**config.mk**
```make
export PLATFORM = sky130hd
export DESIGN_NAME = accel_gesture_detector_top
export DESIGN_NICKNAME = d
export VERILOG_FILES = /design/src/rtl/agd_pkg.sv /design/src/rtl/agd_classify.sv /design/src/rtl/accel_gesture_detector_top.sv
export SDC_FILE = /design/constraint.sdc
export NUM_CORES = 2
export LEC_CHECK = 0
export ABC_AREA = 1
export BUFFER_PORTS_ARGS = -buffer_cell sky130_fd_sc_hd__buf_2
export CORE_MARGIN = 5
export CORE_UTILIZATION = 25
export CTS_CLUSTER_DIAMETER = 200
export DETAILED_ROUTE_END_ITERATION = 8
export GPL_TIMING_DRIVEN = 0
export PLACE_DENSITY = 0.43
export REMOVE_ABC_BUFFERS = 1
export SKIP_LAST_GASP = 1
export SYNTH_ARGS = -nofsm -noshare
export SYNTH_HDL_FRONTEND = slang
export SYNTH_HIERARCHICAL = 1
export SYNTH_SLANG_ARGS = --single-unit
```
**constraint.sdc**
```tcl
create_clock -name clk -period 10.2 [get_ports clk]
set_clock_uncertainty 0.15 [all_clocks]
set_input_delay 0.51 -clock clk [delete_from_list [all_inputs] [get_ports clk]]
set_output_delay 0.51 -clock clk [all_outputs]
set_load 0.1 [all_outputs]
```
**src/rtl/agd_pkg.sv**
```systemverilog
// Shared definitions for the accelerometer gesture detector.
// Gesture codes, register indexes, reset values and the threshold bundle.
// No dependencies.
`timescale 1ns / 1ps

package agd_pkg;

  // Default hold length of a detected shake, in samples
  localparam int SHAKE_HOLD_DEF = 5;

  // Gesture codes
  localparam logic [2:0] G_NONE  = 3'd0;
  localparam logic [2:0] G_SHAKE = 3'd1;
  localparam logic [2:0] G_FWD   = 3'd2;
  localparam logic [2:0] G_BACK  = 3'd3;
  localparam logic [2:0] G_RIGHT = 3'd4;
  localparam logic [2:0] G_LEFT  = 3'd5;
  localparam logic [2:0] G_DOWN  = 3'd6;
  localparam logic [2:0] G_UP    = 3'd7;

  // Configuration register indexes
  localparam logic [2:0] REG_OFFSET_X   = 3'd0;
  localparam logic [2:0] REG_OFFSET_Y   = 3'd1;
  localparam logic [2:0] REG_OFFSET_Z   = 3'd2;
  localparam logic [2:0] REG_TILT_THR   = 3'd3;
  localparam logic [2:0] REG_FLAT_THR   = 3'd4;
  localparam logic [2:0] REG_SHAKE_THR  = 3'd5;

  // Reset values of the threshold registers
  localparam logic [14:0] TILT_THR_RST  = 15'd500;
  localparam logic [14:0] FLAT_THR_RST  = 15'd200;
  localparam logic [33:0] SHAKE_THR_RST = 34'd1000000;

  // Thresholds used by the classifier
  typedef struct packed {
    logic [14:0] tilt_thr;
    logic [14:0] flat_thr;
  } thr_t;

endpackage

```
**src/rtl/agd_classify.sv**
```systemverilog
// Orientation classifier of the accelerometer gesture detector.
// Maps shake flag and corrected sample to a gesture code by priority.
// Depends on agd_pkg.
`timescale 1ns / 1ps

module agd_classify (
  input  logic               shaken,
  input  logic signed [15:0] x,
  input  logic signed [15:0] y,
  input  logic signed [15:0] z,
  input  agd_pkg::thr_t      thr,
  output logic [2:0]         gesture
);

  logic signed [16:0] x_ext;
  logic signed [16:0] y_ext;
  logic signed [16:0] tilt_pos;
  logic signed [16:0] tilt_neg;
  logic [15:0]        x_abs;
  logic [15:0]        y_abs;
  logic               flat;

  // Widen to compare against both signs of the tilt threshold
  assign x_ext    = {x[15], x};
  assign y_ext    = {y[15], y};
  assign tilt_pos = $signed({2'b00, thr.tilt_thr});
  assign tilt_neg = -tilt_pos;

  // Magnitudes; -32768 becomes 32768 unsigned
  assign x_abs = x[15] ? 16'(-x) : 16'(x);
  assign y_abs = y[15] ? 16'(-y) : 16'(y);
  assign flat  = (x_abs < {1'b0, thr.flat_thr}) && (y_abs < {1'b0, thr.flat_thr});

  // Priority: shake, tilt x, tilt y, face down, face up
  always_comb begin
    if (shaken) begin
      gesture = agd_pkg::G_SHAKE;
    end else if (x_ext < tilt_neg) begin
      gesture = agd_pkg::G_FWD;
    end else if (x_ext > tilt_pos) begin
      gesture = agd_pkg::G_BACK;
    end else if (y_ext < tilt_neg) begin
      gesture = agd_pkg::G_RIGHT;
    end else if (y_ext > tilt_pos) begin
      gesture = agd_pkg::G_LEFT;
    end else if (flat && !z[15] && (z != 16'sd0)) begin
      gesture = agd_pkg::G_DOWN;
    end else if (flat && z[15]) begin
      gesture = agd_pkg::G_UP;
    end else begin
      gesture = agd_pkg::G_NONE;
    end
  end

endmodule

```
**src/rtl/accel_gesture_detector_top.sv**
```systemverilog
// Accelerometer gesture detector, top level.
// Offset correction, shake detection, state and handshakes; uses agd_pkg
// and agd_classify.
`timescale 1ns / 1ps

// One sample enters per cycle while s_axis_tready is high. The first
// register holds the offset-corrected, saturated sample, the second holds
// the result. The loop through the previous sample, shake flag, hold
// counter and last reported gesture closes in the result stage, so each
// sample sees the state left by the one before it. A result waiting on
// m_axis_tready stalls the input only once both registers are full.
// Configuration writes are always ready; write them only while no sample
// is in flight.
module accel_gesture_detector_top #(
  parameter int SHAKE_HOLD = agd_pkg::SHAKE_HOLD_DEF
) (
  input  logic        clk,
  input  logic        rst,
  // Sample stream
  input  logic        s_axis_tvalid,
  output logic        s_axis_tready,
  input  logic [47:0] s_axis_tdata,   // accel_x[15:0], accel_y[31:16], accel_z[47:32]
  // Gesture stream
  output logic        m_axis_tvalid,
  input  logic        m_axis_tready,
  output logic [7:0]  m_axis_tdata,   // gesture[2:0], gesture_event[3], zero[7:4]
  // Register writes
  input  logic        cfg_valid,
  output logic        cfg_ready,
  input  logic [2:0]  cfg_index,
  input  logic [33:0] cfg_data
);

  localparam logic [2:0] HOLD_LAST = 3'(SHAKE_HOLD);

  // Configuration registers
  logic signed [15:0] offset_x;
  logic signed [15:0] offset_y;
  logic signed [15:0] offset_z;
  logic [33:0]        shake_thr;
  agd_pkg::thr_t      thr;

  // Corrected sample stage
  logic               a_valid;
  logic signed [15:0] x_a;
  logic signed [15:0] y_a;
  logic signed [15:0] z_a;
  logic               advance;

  // Detector state
  logic signed [15:0] prev_x;
  logic signed [15:0] prev_y;
  logic signed [15:0] prev_z;
  logic               shaken;
  logic               shaken_next;
  logic [2:0]         hold_count;
  logic [2:0]         hold_count_next;
  logic [2:0]         hold_inc;
  logic [2:0]         last_reported;

  // Shake measure
  logic signed [16:0] dx;
  logic signed [16:0] dy;
  logic signed [16:0] dz;
  logic [15:0]        adx;
  logic [15:0]        ady;
  logic [15:0]        adz;
  logic [31:0]        sqx;
  logic [31:0]        sqy;
  logic [31:0]        sqz;
  logic [33:0]        sq_sum;
  logic               prev_zero;

  // Result
  logic [2:0]         gesture;
  logic               gesture_event;

  // Add offset and clamp to the signed 16-bit range
  function automatic logic signed [15:0] sat_add(input logic signed [15:0] a,
                                                 input logic signed [15:0] b);
    logic signed [16:0] s;
    s = {a[15], a} + {b[15], b};
    if (s[16] != s[15]) begin
      sat_add = s[16] ? 16'sh8000 : 16'sh7fff;
    end else begin
      sat_add = s[15:0];
    end
  endfunction

  // Write configuration registers; unknown indexes are dropped
  assign cfg_ready = 1'b1;

  always_ff @(posedge clk) begin
    if (rst) begin
      offset_x     <= '0;
      offset_y     <= '0;
      offset_z     <= '0;
      thr.tilt_thr <= agd_pkg::TILT_THR_RST;
      thr.flat_thr <= agd_pkg::FLAT_THR_RST;
      shake_thr    <= agd_pkg::SHAKE_THR_RST;
    end else if (cfg_valid && cfg_ready) begin
      case (cfg_index)
        agd_pkg::REG_OFFSET_X:  offset_x     <= cfg_data[15:0];
        agd_pkg::REG_OFFSET_Y:  offset_y     <= cfg_data[15:0];
        agd_pkg::REG_OFFSET_Z:  offset_z     <= cfg_data[15:0];
        agd_pkg::REG_TILT_THR:  thr.tilt_thr <= cfg_data[14:0];
        agd_pkg::REG_FLAT_THR:  thr.flat_thr <= cfg_data[14:0];
        agd_pkg::REG_SHAKE_THR: shake_thr    <= cfg_data;
        default: ;
      endcase
    end
  end

  // Handshake: move stage A into the result whenever the result is free
  assign advance       = a_valid && (!m_axis_tvalid || m_axis_tready);
  assign s_axis_tready = !a_valid || advance;

  // Stage A: corrected sample
  always_ff @(posedge clk) begin
    if (rst) begin
      a_valid <= 1'b0;
    end else if (s_axis_tvalid && s_axis_tready) begin
      a_valid <= 1'b1;
    end else if (advance) begin
      a_valid <= 1'b0;
    end
  end

  always_ff @(posedge clk) begin
    if (s_axis_tvalid && s_axis_tready) begin
      x_a <= sat_add(s_axis_tdata[15:0], offset_x);
      y_a <= sat_add(s_axis_tdata[31:16], offset_y);
      z_a <= sat_add(s_axis_tdata[47:32], offset_z);
    end
  end

  // Advance the hold counter while a shake is held
  assign hold_inc        = hold_count + 3'd1;
  assign hold_count_next = !shaken ? hold_count :
                           (hold_inc == HOLD_LAST) ? 3'd0 : hold_inc;

  // Sum of squared changes against the previous sample
  assign dx  = {x_a[15], x_a} - {prev_x[15], prev_x};
  assign dy  = {y_a[15], y_a} - {prev_y[15], prev_y};
  assign dz  = {z_a[15], z_a} - {prev_z[15], prev_z};
  assign adx = dx[16] ? 16'(-dx) : dx[15:0];
  assign ady = dy[16] ? 16'(-dy) : dy[15:0];
  assign adz = dz[16] ? 16'(-dz) : dz[15:0];
  assign sqx = {16'd0, adx} * {16'd0, adx};
  assign sqy = {16'd0, ady} * {16'd0, ady};
  assign sqz = {16'd0, adz} * {16'd0, adz};
  assign sq_sum = {2'b00, sqx} + {2'b00, sqy} + {2'b00, sqz};

  // Re-evaluate shake only with a stored sample and no hold running
  assign prev_zero   = (prev_x == 16'sd0) && (prev_y == 16'sd0) && (prev_z == 16'sd0);
  assign shaken_next = (!prev_zero && (hold_count_next == 3'd0)) ?
                       (sq_sum > shake_thr) : shaken;

  agd_classify u_classify (
    .shaken  (shaken_next),
    .x       (x_a),
    .y       (y_a),
    .z       (z_a),
    .thr     (thr),
    .gesture (gesture)
  );

  assign gesture_event = (gesture != agd_pkg::G_NONE) && (gesture != last_reported);

  // Result stage: update state and hold the result until taken
  always_ff @(posedge clk) begin
    if (rst) begin
      m_axis_tvalid <= 1'b0;
      prev_x        <= '0;
      prev_y        <= '0;
      prev_z        <= '0;
      shaken        <= 1'b0;
      hold_count    <= '0;
      last_reported <= agd_pkg::G_NONE;
    end else if (advance) begin
      m_axis_tvalid <= 1'b1;
      prev_x        <= x_a;
      prev_y        <= y_a;
      prev_z        <= z_a;
      shaken        <= shaken_next;
      hold_count    <= hold_count_next;
      last_reported <= gesture;
    end else if (m_axis_tready) begin
      m_axis_tvalid <= 1'b0;
    end
  end

  always_ff @(posedge clk) begin
    if (advance) begin
      m_axis_tdata <= {4'b0000, gesture_event, gesture};
    end
  end

endmodule

```
==> results.toml <==
[run_status]
status = "complete, but fails checks"
violations = "setup timing"

[global_routing]
grt_pass1_wl_mm = 198
gr-usage-met1_pct = 20.5
grt_overflow_total = 0
grtUsageMet3_pct = 0.827
top_usage_layer = "met2"
grtUsageMet2_pct = 25.7
grtUsageTotal_pct = 14.9
grt_pass1_vias = 34023
antenna_found_initial = 3
grt_max_degree = 120

[timing]
min_period_ns = 11.83
period_share_pct = 116
holdWs_ns = 0.0672
fin_ws_ns = -1.63
slew_viol_final = 0
setup_viol = 8
max_freq_mhz = 84.5
tightest_slew_ns = 1.13
relSlewSlack_pct = 24.7
rsz0062_at_grt = "true"
hold_viol_final = 0

[synthesis]
synth_xor_area_share_pct = 3.57
yosysSeqAreaShare_pct = 12.2
yosys_warnings = 6
synth-edff-count = 52
synth_area_leader_cell = "fa_1"
synth_cells = 5112
synthTopCellsByArea = "fa_1 31%, ha_1 15%, inv_1 12%"
synth_top_cell_area_share_pct = 30.8
syn_avg_cell_area_um2 = 7.91
synthMuxAreaShare_pct = 0
synth-async-reset-ratio_pct = 0
synth_seq_cells = 221
synthSimpleGateAreaFrac_pct = 17.2
synth_cell_types = 66
synth_area_mm2 = 0.0404
synth_compound_area_share_pct = 7.97
synth_fa_ha_area_share_pct = 45.9
synth_top_family_by_area = "adder cells"
yosys_most_used_dff = "dfxtp_1"

[layout]
layout_commonest_cell = "inv_1"
fin_util_pct = 30.5
drive_above_1_share_pct = 17.4
final_cell_mix = "1,176 x inv_1, 687 x nand2_1, 587 x fa_1, 479 x nor2_1, 452 x ha_1"
fillerInstances = 17405
fin_nets = 6618
syn_to_final_growth_pct = 21.4
fin_cells = 7601

[clocking]
cts_tree = "built"
clock_path_buffers = 3
cts_num_sinks = 221
cts_max_level = 1
clk_pin_slew_ns = 0.07
numCtsBuffers = 26
cts-root-buf = "clkbuf_16"
clk_latency_ns = 0.59

[worst_setup_path]
critPathSlowestCell = "fa_2"
worstSetupPathType = "flop to flop"
required_ns = 10.39
cp_max_fo = 6
slowest_delay_ns = 0.60
setup.worst_path.start_class = "flop"
arrival_ns = 12.02
ff2ff_setup_slack_ns = -1.63
critPathCaptureType = "flop"
cp_num_buf_inv = 13
path_delay_family = "adder cells"

[place]
hpwl_mm = 102
place_inst = 7276
gp_congestion = 0.832
io_buffers = 95
post-place-ws_ns = -4.68

[drt]
via_per_inst = 4.26
ant_nets = 0
first_pass_iters = 6
wirelength_mm = 126
remaining_drc_errors = 0
vias = 32400
drt_iter0_drc = 1589
routedWlPerCell_um = 16.5

[floorplanning]
rows = 147
start_util_pct = 25.2
boundaryPins = 101
fp.dieArea_mm2 = 0.170
die_w_um = 412
core_mm2 = 0.161
dieHeight_um = 412

[worst_hold_path]
hold_class = "input pin to flop"

[job]
drv_cap = 0
-- cell usage after synthesis (3+ instances only) --
cell,n
o211ai_1,8
a21boi_0,10
xor2_1,101
nor4_1,20
o21bai_1,15
edfxtp_1,52
or2_2,7
clkinv_1,5
or2_1,3
xnor2_1,44
buf_4,18
dfxtp_1,169
clkbuf_1,56
and2_1,3
inv_2,21
nand3b_1,11
nand2_2,28
nor2_2,15
ha_1,486
nand2_1,774
o21ai_0,247
a21oi_1,257
nor2_1,567
o21ai_1,6
fa_1,623
nor2_4,5
a31oi_1,10
buf_2,25
a21oi_2,7
o21a_1,8
buf_6,6
inv_1,1246
nand4_1,34
nor3_4,3
a21o_1,12
nand3_1,132
nor3_1,29
nand3_2,10
-- area by class of cell --
type                       instances  area (um2)  area share [%]
sequential                       221        4940            10.1
tap                             2160        2700            5.51
timing repair buffer             379        3090            6.29
clock buffer                      32         704            1.44
multi-input combinational       3518       32400            66.1
clock inverter                    16         235           0.479
antenna                            2        5.00          0.0102
inverter                        1273        4950            10.1
-- logic make-up (layout without fill, tap and decap cells) --
kind of cell	Yosys count	in the layout
other	2	7
adder cells (fa/ha/maj)	1109	1109
XOR/XNOR	153	153
AND/OR/NAND/NOR	1651	1654
AO/OA/AOI/OAI	597	597
flip-flops	221	221
buffers and inverters	1379	1700
-- per-stage QoR --
step,setup TNS [ns],cell area [um2]
finish,-11.46,49100
global route,-14.85,49100
CTS,-12.49,47500
detailed placement,-33.86,43400
global placement,-43.66,43100
floorplan,-5.22,39900
-- worst paths after layout --
kind / from / cells after the start / end
worst max-delay path: y_a[0]$_DFFE_PP_ / 53 / m_axis_tdata[3]$_DFFE_PP_
worst min-delay path: rst / 2 / a_valid$_SDFFE_PP0P_
worst max register to register: y_a[0]$_DFFE_PP_ / 53 / m_axis_tdata[3]$_DFFE_PP_
worst min register to register: thr[3]$_SDFFE_PP1P_ / 2 / thr[3]$_SDFFE_PP1P_
-- sequential cells by signal, indices dropped and copies added, names as in the netlist --
register / count
prev_y: 16
a_valid: 1
offset_x: 16
offset_y: 16
m_axis_tdata: 4
thr: 30
hold_count: 3
m_axis_tvalid: 1
prev_x: 16
z_a: 16
y_a: 16
last_reported: 3
prev_z: 16
shake_thr: 34
shaken: 1
offset_z: 16
x_a: 16
-- routing by layer --
layer,wire [um],share of wire (%),up-vias
li1,-,-,16195
met1,59800,48,15662
met2,59300,47,417
met3,2790,2.2,124
met4,3650,2.9,2
met5,13,0.010,-
-- timing repair --
| action | in CTS | in global routing |
|---|---|---|
| gates cloned | 1 | 2 |
| gates resized for setup | 393 | 247 |
| hold buffers | 4 | 0 |
| hold endpoints to repair | 4 | 0 |
| setup endpoints to repair | 8 | 8 |
| pin swaps | 130 | 154 |
| setup buffers | 197 | 73 |
Power is left out: the tool's default activity adds up to more than one toggle a clock period on the data nets, which glitch-free logic cannot reach.
